[src/wstd_pkg.sv]
// Package for the weighted server task dispatcher: widths, register map,
// controller states and the command/status structs between controller and datapath.
// No dependencies.
`default_nettype none

package wstd_pkg;

    localparam int MAX_SERVERS = 16;
    localparam int IDX_W       = $clog2(MAX_SERVERS);

    localparam int SLOT_W      = 4;
    localparam int WEIGHT_W    = 16;
    localparam int DUR_W       = 16;
    localparam int OUT_W       = 4;
    localparam int CNT_W       = 5;
    localparam int TIME_W      = 48;
    localparam int CLOCK_W     = 32;

    localparam int IN_DATA_W   = 40;
    localparam int OUT_DATA_W  = 8;

    localparam int APB_ADDR_W  = 3;
    localparam int APB_DATA_W  = 32;

    // register index, taken from paddr[2] (byte address 4*i)
    localparam logic REG_SERVER_COUNT = 1'b0;
    localparam logic [CNT_W-1:0] SERVER_COUNT_RESET = CNT_W'(MAX_SERVERS);

    localparam logic ACT_LOAD = 1'b0;
    localparam logic ACT_TASK = 1'b1;

    typedef enum logic [1:0] {
        ST_IDLE,
        ST_SCAN,
        ST_DRAIN,
        ST_COMMIT
    } wstd_state_t;

    typedef struct packed {
        logic load;
        logic task_start;
        logic scan_rd;
        logic commit;
    } wstd_cmd_t;

    typedef struct packed {
        logic scan_last;
        logic out_free;
    } wstd_stat_t;

endpackage

`default_nettype wire

[src/wstd_ctrl.sv]
// Controller for the dispatcher: accepts items, sequences the server scan
// and the write-back. Depends on wstd_pkg.
`default_nettype none

module wstd_ctrl (
    input  wire logic               aclk,
    input  wire logic               aresetn,
    input  wire logic               in_valid,
    input  wire logic               in_action,
    output logic                    in_ready,
    input  wire wstd_pkg::wstd_stat_t stat,
    output wstd_pkg::wstd_cmd_t     cmd
);

    wstd_pkg::wstd_state_t state_reg, state_next;

    always_ff @(posedge aclk) begin
        if (!aresetn) begin
            state_reg <= wstd_pkg::ST_IDLE;
        end else begin
            state_reg <= state_next;
        end
    end

    always_comb begin
        state_next = state_reg;
        cmd        = '0;
        in_ready   = 1'b0;
        unique case (state_reg)
            wstd_pkg::ST_IDLE: begin
                in_ready = 1'b1;
                if (in_valid) begin
                    if (in_action == wstd_pkg::ACT_TASK) begin
                        cmd.task_start = 1'b1;
                        state_next     = wstd_pkg::ST_SCAN;
                    end else begin
                        cmd.load = 1'b1;
                    end
                end
            end
            wstd_pkg::ST_SCAN: begin
                cmd.scan_rd = 1'b1;
                if (stat.scan_last) begin
                    state_next = wstd_pkg::ST_DRAIN;
                end
            end
            // last entry is compared here
            wstd_pkg::ST_DRAIN: begin
                state_next = wstd_pkg::ST_COMMIT;
            end
            wstd_pkg::ST_COMMIT: begin
                if (stat.out_free) begin
                    cmd.commit = 1'b1;
                    state_next = wstd_pkg::ST_IDLE;
                end
            end
            default: begin
                state_next = wstd_pkg::ST_IDLE;
            end
        endcase
    end

endmodule

`default_nettype wire

[src/wstd_dpath.sv]
// Datapath for the dispatcher: weight memory, free-time table, task clock,
// scan comparator and the output register. Depends on wstd_pkg.
`default_nettype none

module wstd_dpath (
    input  wire logic                              aclk,
    input  wire logic                              aresetn,
    input  wire wstd_pkg::wstd_cmd_t               cmd,
    output wstd_pkg::wstd_stat_t                   stat,
    input  wire logic [wstd_pkg::SLOT_W-1:0]       in_slot,
    input  wire logic [wstd_pkg::WEIGHT_W-1:0]     in_weight,
    input  wire logic [wstd_pkg::DUR_W-1:0]        in_duration,
    input  wire logic [wstd_pkg::CNT_W-1:0]        server_count,
    output logic                                   out_valid,
    input  wire logic                              out_ready,
    output logic [wstd_pkg::OUT_W-1:0]             out_server
);

    localparam int IDX_W    = wstd_pkg::IDX_W;
    localparam int TIME_W   = wstd_pkg::TIME_W;
    localparam int WEIGHT_W = wstd_pkg::WEIGHT_W;
    localparam int CLOCK_W  = wstd_pkg::CLOCK_W;
    localparam int NSRV     = wstd_pkg::MAX_SERVERS;

    logic [WEIGHT_W-1:0] weight_mem [NSRV];
    logic [TIME_W-1:0]   free_time_reg [NSRV];
    logic [NSRV-1:0]     free_vld_reg;

    logic [CLOCK_W-1:0]        clock_reg;
    logic [wstd_pkg::DUR_W-1:0] dur_reg;

    logic [IDX_W-1:0]    scan_idx_reg;
    logic                cmp_vld_reg;
    logic [IDX_W-1:0]    cmp_idx_reg;
    logic [WEIGHT_W-1:0] rd_weight_reg;
    logic [TIME_W-1:0]   rd_time_reg;

    logic                have_free_reg;
    logic [IDX_W-1:0]    bf_idx_reg;
    logic [WEIGHT_W-1:0] bf_weight_reg;
    logic [IDX_W-1:0]    bb_idx_reg;
    logic [TIME_W-1:0]   bb_time_reg;
    logic [WEIGHT_W-1:0] bb_weight_reg;

    logic                    out_valid_reg;
    logic [wstd_pkg::OUT_W-1:0] out_server_reg;

    logic [IDX_W-1:0]  last_idx;
    logic              slot_ok;
    logic [IDX_W-1:0]  slot_idx;
    logic [TIME_W-1:0] now;
    logic              is_free;
    logic              take_free;
    logic              take_busy;
    logic [IDX_W-1:0]  pick;
    logic [TIME_W-1:0] start;
    logic [TIME_W:0]   sum;
    logic [TIME_W-1:0] finish;

    // servers in use: zero counts as one, above the table as the full table
    always_comb begin
        if (server_count == '0) begin
            last_idx = '0;
        end else if (32'(server_count) > NSRV) begin
            last_idx = IDX_W'(NSRV - 1);
        end else begin
            last_idx = IDX_W'(server_count - 1'b1);
        end
    end

    assign slot_ok  = 32'(in_slot) < NSRV;
    assign slot_idx = IDX_W'(in_slot);
    assign now      = TIME_W'(clock_reg);

    assign is_free   = rd_time_reg <= now;
    assign take_free = is_free && (!have_free_reg || rd_weight_reg < bf_weight_reg);
    assign take_busy = (cmp_idx_reg == '0) || (rd_time_reg < bb_time_reg) ||
                       (rd_time_reg == bb_time_reg && rd_weight_reg < bb_weight_reg);

    // a free pick starts now; otherwise every server is busy past now
    assign pick   = have_free_reg ? bf_idx_reg : bb_idx_reg;
    assign start  = have_free_reg ? now : bb_time_reg;
    assign sum    = {1'b0, start} + (TIME_W + 1)'(dur_reg);
    assign finish = sum[TIME_W] ? {TIME_W{1'b1}} : sum[TIME_W-1:0];

    assign stat.scan_last = scan_idx_reg == last_idx;
    assign stat.out_free  = !out_valid_reg || out_ready;

    assign out_valid  = out_valid_reg;
    assign out_server = out_server_reg;

    // weight memory: one write port, one registered read port
    always_ff @(posedge aclk) begin
        if (cmd.load && slot_ok) begin
            weight_mem[slot_idx] <= in_weight;
        end
        rd_weight_reg <= weight_mem[scan_idx_reg];
    end

    always_ff @(posedge aclk) begin
        if (cmd.load && slot_ok) begin
            free_time_reg[slot_idx] <= '0;
        end else if (cmd.commit) begin
            free_time_reg[pick] <= finish;
        end
        rd_time_reg <= free_vld_reg[scan_idx_reg] ? free_time_reg[scan_idx_reg] : '0;
    end

    always_ff @(posedge aclk) begin
        if (!aresetn) begin
            free_vld_reg  <= '0;
            clock_reg     <= '0;
            cmp_vld_reg   <= 1'b0;
            out_valid_reg <= 1'b0;
        end else begin
            if (cmd.load && slot_ok) begin
                free_vld_reg[slot_idx] <= 1'b1;
            end else if (cmd.commit) begin
                free_vld_reg[pick] <= 1'b1;
            end
            cmp_vld_reg <= cmd.scan_rd;
            if (cmd.commit) begin
                if (clock_reg != {CLOCK_W{1'b1}}) begin
                    clock_reg <= clock_reg + 1'b1;
                end
                out_valid_reg <= 1'b1;
            end else if (out_ready) begin
                out_valid_reg <= 1'b0;
            end
        end
    end

    always_ff @(posedge aclk) begin
        if (cmd.task_start) begin
            dur_reg       <= in_duration;
            scan_idx_reg  <= '0;
            have_free_reg <= 1'b0;
        end else if (cmd.scan_rd) begin
            scan_idx_reg <= scan_idx_reg + 1'b1;
        end
        cmp_idx_reg <= scan_idx_reg;
        if (cmp_vld_reg) begin
            if (take_free) begin
                have_free_reg <= 1'b1;
                bf_idx_reg    <= cmp_idx_reg;
                bf_weight_reg <= rd_weight_reg;
            end
            if (take_busy) begin
                bb_idx_reg    <= cmp_idx_reg;
                bb_time_reg   <= rd_time_reg;
                bb_weight_reg <= rd_weight_reg;
            end
        end
        if (cmd.commit) begin
            out_server_reg <= wstd_pkg::OUT_W'(pick);
        end
    end

endmodule

`default_nettype wire

[src/weighted_server_task_dispatcher.sv]
// Top level of the weighted server task dispatcher: stream ports, APB register
// and the controller/datapath pair. Depends on wstd_pkg, wstd_ctrl, wstd_dpath.
//
//   channel   | ports              | carries
//   ----------+--------------------+-------------------------------------------
//   s_ input  | s_tvalid/tready    | tuser: action; tdata: slot, weight, duration
//   m_ result | m_tvalid/tready    | tdata: assigned_server (one per task)
//   apb cfg   | psel/penable/...   | server_count at byte address 0
//
// A load transaction is accepted in idle. A task is accepted, then scans n servers, n
// being server_count held to 1..16, one at a time through the single weight-memory read
// port and comparator, drains the last compare, writes back; s_tready stays low meanwhile.
// Reset clears the free times, task clock and server_count (to 16); weights
// are undefined until loaded. A stalled result holds the block in write-back.
`default_nettype none

module weighted_server_task_dispatcher (
    input  wire logic                                 aclk,
    input  wire logic                                 aresetn,
    input  wire logic                                 s_tvalid,
    output logic                                      s_tready,
    // [3:0] server_slot, [19:4] server_weight, [35:20] task_duration, [39:36] zero
    input  wire logic [wstd_pkg::IN_DATA_W-1:0]       s_tdata,
    // [0] action
    input  wire logic                                 s_tuser,
    output logic                                      m_tvalid,
    input  wire logic                                 m_tready,
    // [3:0] assigned_server, [7:4] zero
    output logic [wstd_pkg::OUT_DATA_W-1:0]           m_tdata,
    input  wire logic                                 psel,
    input  wire logic                                 penable,
    input  wire logic                                 pwrite,
    input  wire logic [wstd_pkg::APB_ADDR_W-1:0]      paddr,
    input  wire logic [wstd_pkg::APB_DATA_W-1:0]      pwdata,
    output logic [wstd_pkg::APB_DATA_W-1:0]           prdata,
    output logic                                      pready
);

    logic [wstd_pkg::CNT_W-1:0] server_count_reg;
    logic [wstd_pkg::OUT_W-1:0] out_server;
    wstd_pkg::wstd_cmd_t        cmd;
    wstd_pkg::wstd_stat_t       stat;

    assign pready = 1'b1;

    always_ff @(posedge aclk) begin
        if (!aresetn) begin
            server_count_reg <= wstd_pkg::SERVER_COUNT_RESET;
        end else if (psel && penable && pwrite && pready &&
                     paddr[2] == wstd_pkg::REG_SERVER_COUNT) begin
            server_count_reg <= pwdata[wstd_pkg::CNT_W-1:0];
        end
    end

    always_comb begin
        prdata = '0;
        if (paddr[2] == wstd_pkg::REG_SERVER_COUNT) begin
            prdata = wstd_pkg::APB_DATA_W'(server_count_reg);
        end
    end

    wstd_ctrl u_ctrl (
        .aclk      (aclk),
        .aresetn   (aresetn),
        .in_valid  (s_tvalid),
        .in_action (s_tuser),
        .in_ready  (s_tready),
        .stat      (stat),
        .cmd       (cmd)
    );

    wstd_dpath u_dpath (
        .aclk         (aclk),
        .aresetn      (aresetn),
        .cmd          (cmd),
        .stat         (stat),
        .in_slot      (s_tdata[3:0]),
        .in_weight    (s_tdata[19:4]),
        .in_duration  (s_tdata[35:20]),
        .server_count (server_count_reg),
        .out_valid    (m_tvalid),
        .out_ready    (m_tready),
        .out_server   (out_server)
    );

    assign m_tdata = wstd_pkg::OUT_DATA_W'(out_server);

endmodule

`default_nettype wire

[config.mk]
export PLATFORM = sky130hd
export DESIGN_NAME = weighted_server_task_dispatcher
export DESIGN_NICKNAME = d
export VERILOG_FILES = /design/src/wstd_pkg.sv /design/src/wstd_ctrl.sv /design/src/wstd_dpath.sv /design/src/weighted_server_task_dispatcher.sv
export SDC_FILE = /design/constraint.sdc
export NUM_CORES = 2
export LEC_CHECK = 0
export BUFFER_PORTS_ARGS = -buffer_cell sky130_fd_sc_hd__buf_4
export CAP_MARGIN = 20
export CORE_MARGIN = 3
export CORE_UTILIZATION = 32
export CTS_CLUSTER_DIAMETER = 40
export DETAILED_ROUTE_END_ITERATION = 7
export PLACE_DENSITY_LB_ADDON = 0.12
export SKIP_CTS_REPAIR_TIMING = 1
export SYNTH_ARGS = -nofsm -noshare
export SYNTH_HDL_FRONTEND = slang
export SYNTH_SLANG_ARGS = --single-unit
[constraint.sdc]
create_clock -name aclk -period 6.15 [get_ports aclk]
set_input_delay 0.3075 -clock aclk [delete_from_list [all_inputs] [get_ports aclk]]
set_output_delay 0.3075 -clock aclk [all_outputs]
set_load 0.02 [all_outputs]
==> reports/results.ini <==
[synth]
syn_inst=2790
ys_ff_latch=1262
ys_warn_count=0
async_flop_share_pct=0
yosysSeqAreaShare_pct=70.85
synth-edff-count=1132
ys_types=75
synthFlopType=edfxtp_1
synth_area_um2=51650
syn_avg_cell_area_um2=18.51

[die]
die-area_um2=166300
start_util_pct=32.43
core_um2=159300
die_height_um=407.8
rows=146
num_io_pins=126
fp.dieW_um=407.8

[grt]
grt_usage_pct=16.35
met2_usage_pct=26.11
grt_util_met1_pct=22.82
grt_use_met3_pct=2.790
grt_pass1_vias=28427
grt_max_degree=97
antenna_found_initial=4
grt_pass1_wl_um=197900
overflow=0
busiest_layer=met2

[power_and_ir_drop]
ir_drop_v=0.0002450
p_leak_uw=0.02171
total_power_uw=26800
power.density_nw_per_um2=429.4

[detailed_routing]
dr.pass1.iters=5
wire_per_inst_um=25.28
routed-via-count=26788
drc=0
via_per_inst=4.970
drt-initial-drc-count=2080
routed_wl_um=136200
drt.antenna.violating_nets=0

[layout]
drive_gt1_share_pct=27.08
final_cell_mix=edfxtp_1 (1132), mux4_2 (324), clkbuf_16 (196), buf_4 (143), ha_1 (133)
largest_reg_flops=768
area_growth_syn_to_layout_pct=20.84
nNetsFinal=3291
final_common_cell=edfxtp_1

[critical_path]
slowest_stage=a21oi_1
path_cells=mux2_2 > ha_1 > fa_1 > a211oi_1 > o21ai_0 > a221oi_1 > a211oi_4 > nand2_2 > o31a_1 > o21ai_0 > a21oi_1
end_kind=flop
r2r-start=u_dpath.have_free_reg$_DFF_P_
r2r_slack_ns=1.20
reg2reg_depth=11
critPathKind=reg2reg
worstPathMaxFanout=16
required_ns=6.58
cp_data_arrival_time_ns=5.38
worst_path_most_repeated_cell=o21ai_0
reg2reg_to=u_dpath.free_time_reg[0][36]$_DFFE_PP_
crit_path_start_kind=flop
cpPeakStageDelay_ns=0.87

[timing]
min_period_ns=4.951
final.period_utilization_pct=80.50
final.setup.worst_slack_ns=1.199
finalHoldViolCount=0
fin_skew_ns=0.03541
final-max-slew-violation-count=0
holdWs_ns=0.1303
max_freq_mhz=202.0
finalSetupViolations=0
worstMarginPinSlew_ns=1.080
tns_ns=0
rsz0062_at_grt=no
slew_headroom_pct=27.81

[min_path]
min_path_type=in2reg
worst_hold_path.endpoint=server_count_reg[3]$_SDFFE_PN0P_
hold_depth=4
hp-start=pwrite

[cts]
clockRootBuffer=clkbuf_16
clock_path_buffers=3
clock_latency_ns=0.80
numCtsBuffers=192
cts.sinks=1262
cts_tree=done
cts.clk_slew.worst_paths_ns=0.06
htreeDepth=4

[placement]
dp.final_hpwl_um=77890
place_congestion=0.8354
io_buffer_count=60
pre_cts_ws_ns=1.149

[outcome]
status=complete, no violations

[flow_run]
maxCapViolations=0

-- metal layers --
layer	vias up	part of all wire, %	wire [µm]
li1	11712	-	-
met1	14184	46	62330
met2	685	48	64770
met3	207	4.1	5621
met4	0	2.6	3520
met5	-	0	0
-- worst max-delay path by stage --
stage	cells past startpoint	endpoint	startpoint
2_1_floorplan	17	u_dpath.free_time_reg[0][26]$_DFFE_PP_	u_dpath.have_free_reg$_DFF_P_
3_3_place_gp	11	u_dpath.free_time_reg[6][26]$_DFFE_PP_	u_dpath.have_free_reg$_DFF_P_
3_5_place_dp	11	u_dpath.free_time_reg[12][34]$_DFFE_PP_	u_dpath.have_free_reg$_DFF_P_
4_1_cts	11	u_dpath.free_time_reg[8][34]$_DFFE_PP_	u_dpath.have_free_reg$_DFF_P_
5_1_grt	11	u_dpath.free_time_reg[0][32]$_DFFE_PP_	u_dpath.have_free_reg$_DFF_P_
6_report	11	u_dpath.free_time_reg[0][36]$_DFFE_PP_	u_dpath.have_free_reg$_DFF_P_
-- power by group --
| part | total [µW] | internal, µW | leakage, µW | switching [µW] |
|---|---|---|---|---|
| registers | 10400 | 9910 | 0.0122 | 443 |
| logic | 5340 | 2410 | 0.00627 | 2930 |
| clock network | 11100 | 6960 | 0.00324 | 4150 |
| total | 26800 | 19300 | 0.0217 | 7520 |
-- layout make-up --
class	count	area (µm²)
timing repair buffer	201	1778
clock buffer	208	4970
multi-input combinational	1290	14150
sequential	1262	36610
fill	14423	96870
tap	2146	2685
inverter	127	476.7
antenna	2	5.005
clock inverter	154	1745
-- cells by family after synthesis --
group / count (synthesis) / share of synthesized area (%)
DFF: 1262 / 70.85
and+or+nand+nor: 441 / 4.428
muxes: 352 / 14.71
buffers and inverters: 268 / 2.318
AOI/OAI and AO/OA: 258 / 3.185
adders and majority gates: 135 / 3.280
xor gates and xnor gates: 72 / 1.221
other: 2 / 0.01454
-- stage by stage --
stage	area, µm²	cells	utilization, %
floorplan	51770	2820	-
detailed placement	55060	4957	34.56
finish	62420	5390	39.18
global placement	55060	4957	34.56
global route	62420	5389	39.18
CTS	61770	5319	38.78
-- critical path: cells and delay by family (launching register included) --
family	cells	cell delay, ns
adder cells (fa/ha/maj)	2	0.66
AO/OA/AOI/OAI	7	2.69
AND/OR/NAND/NOR	1	0.35
multiplexers	1	0.38
flip-flops	1	0.50
-- synth_stat cells (7+ instances only) --
library cell | instances | area share, %
o21ai_0 | 55 | 0.53
xor2_1 | 21 | 0.36
nor4_1 | 12 | 0.15
xnor2_1 | 51 | 0.86
a21oi_1 | 92 | 0.89
buf_2 | 36 | 0.35
edfxtp_1 | 1132 | 66
mux2i_1 | 21 | 0.41
nor3_1 | 25 | 0.24
nor2b_1 | 59 | 0.71
ha_1 | 133 | 3.2
mux4_2 | 324 | 14
nand3_1 | 31 | 0.30
dfxtp_1 | 130 | 5.0
buf_1 | 9 | 0.065
nand2b_1 | 16 | 0.19
nand2_1 | 70 | 0.51
or3_1 | 12 | 0.15
a211oi_1 | 7 | 0.10
inv_1 | 125 | 0.91
clkbuf_1 | 59 | 0.43
buf_4 | 35 | 0.51
a21o_1 | 44 | 0.64
nand4_1 | 37 | 0.45
nor2_1 | 138 | 1.0
(Power assumes the default switching activity.)
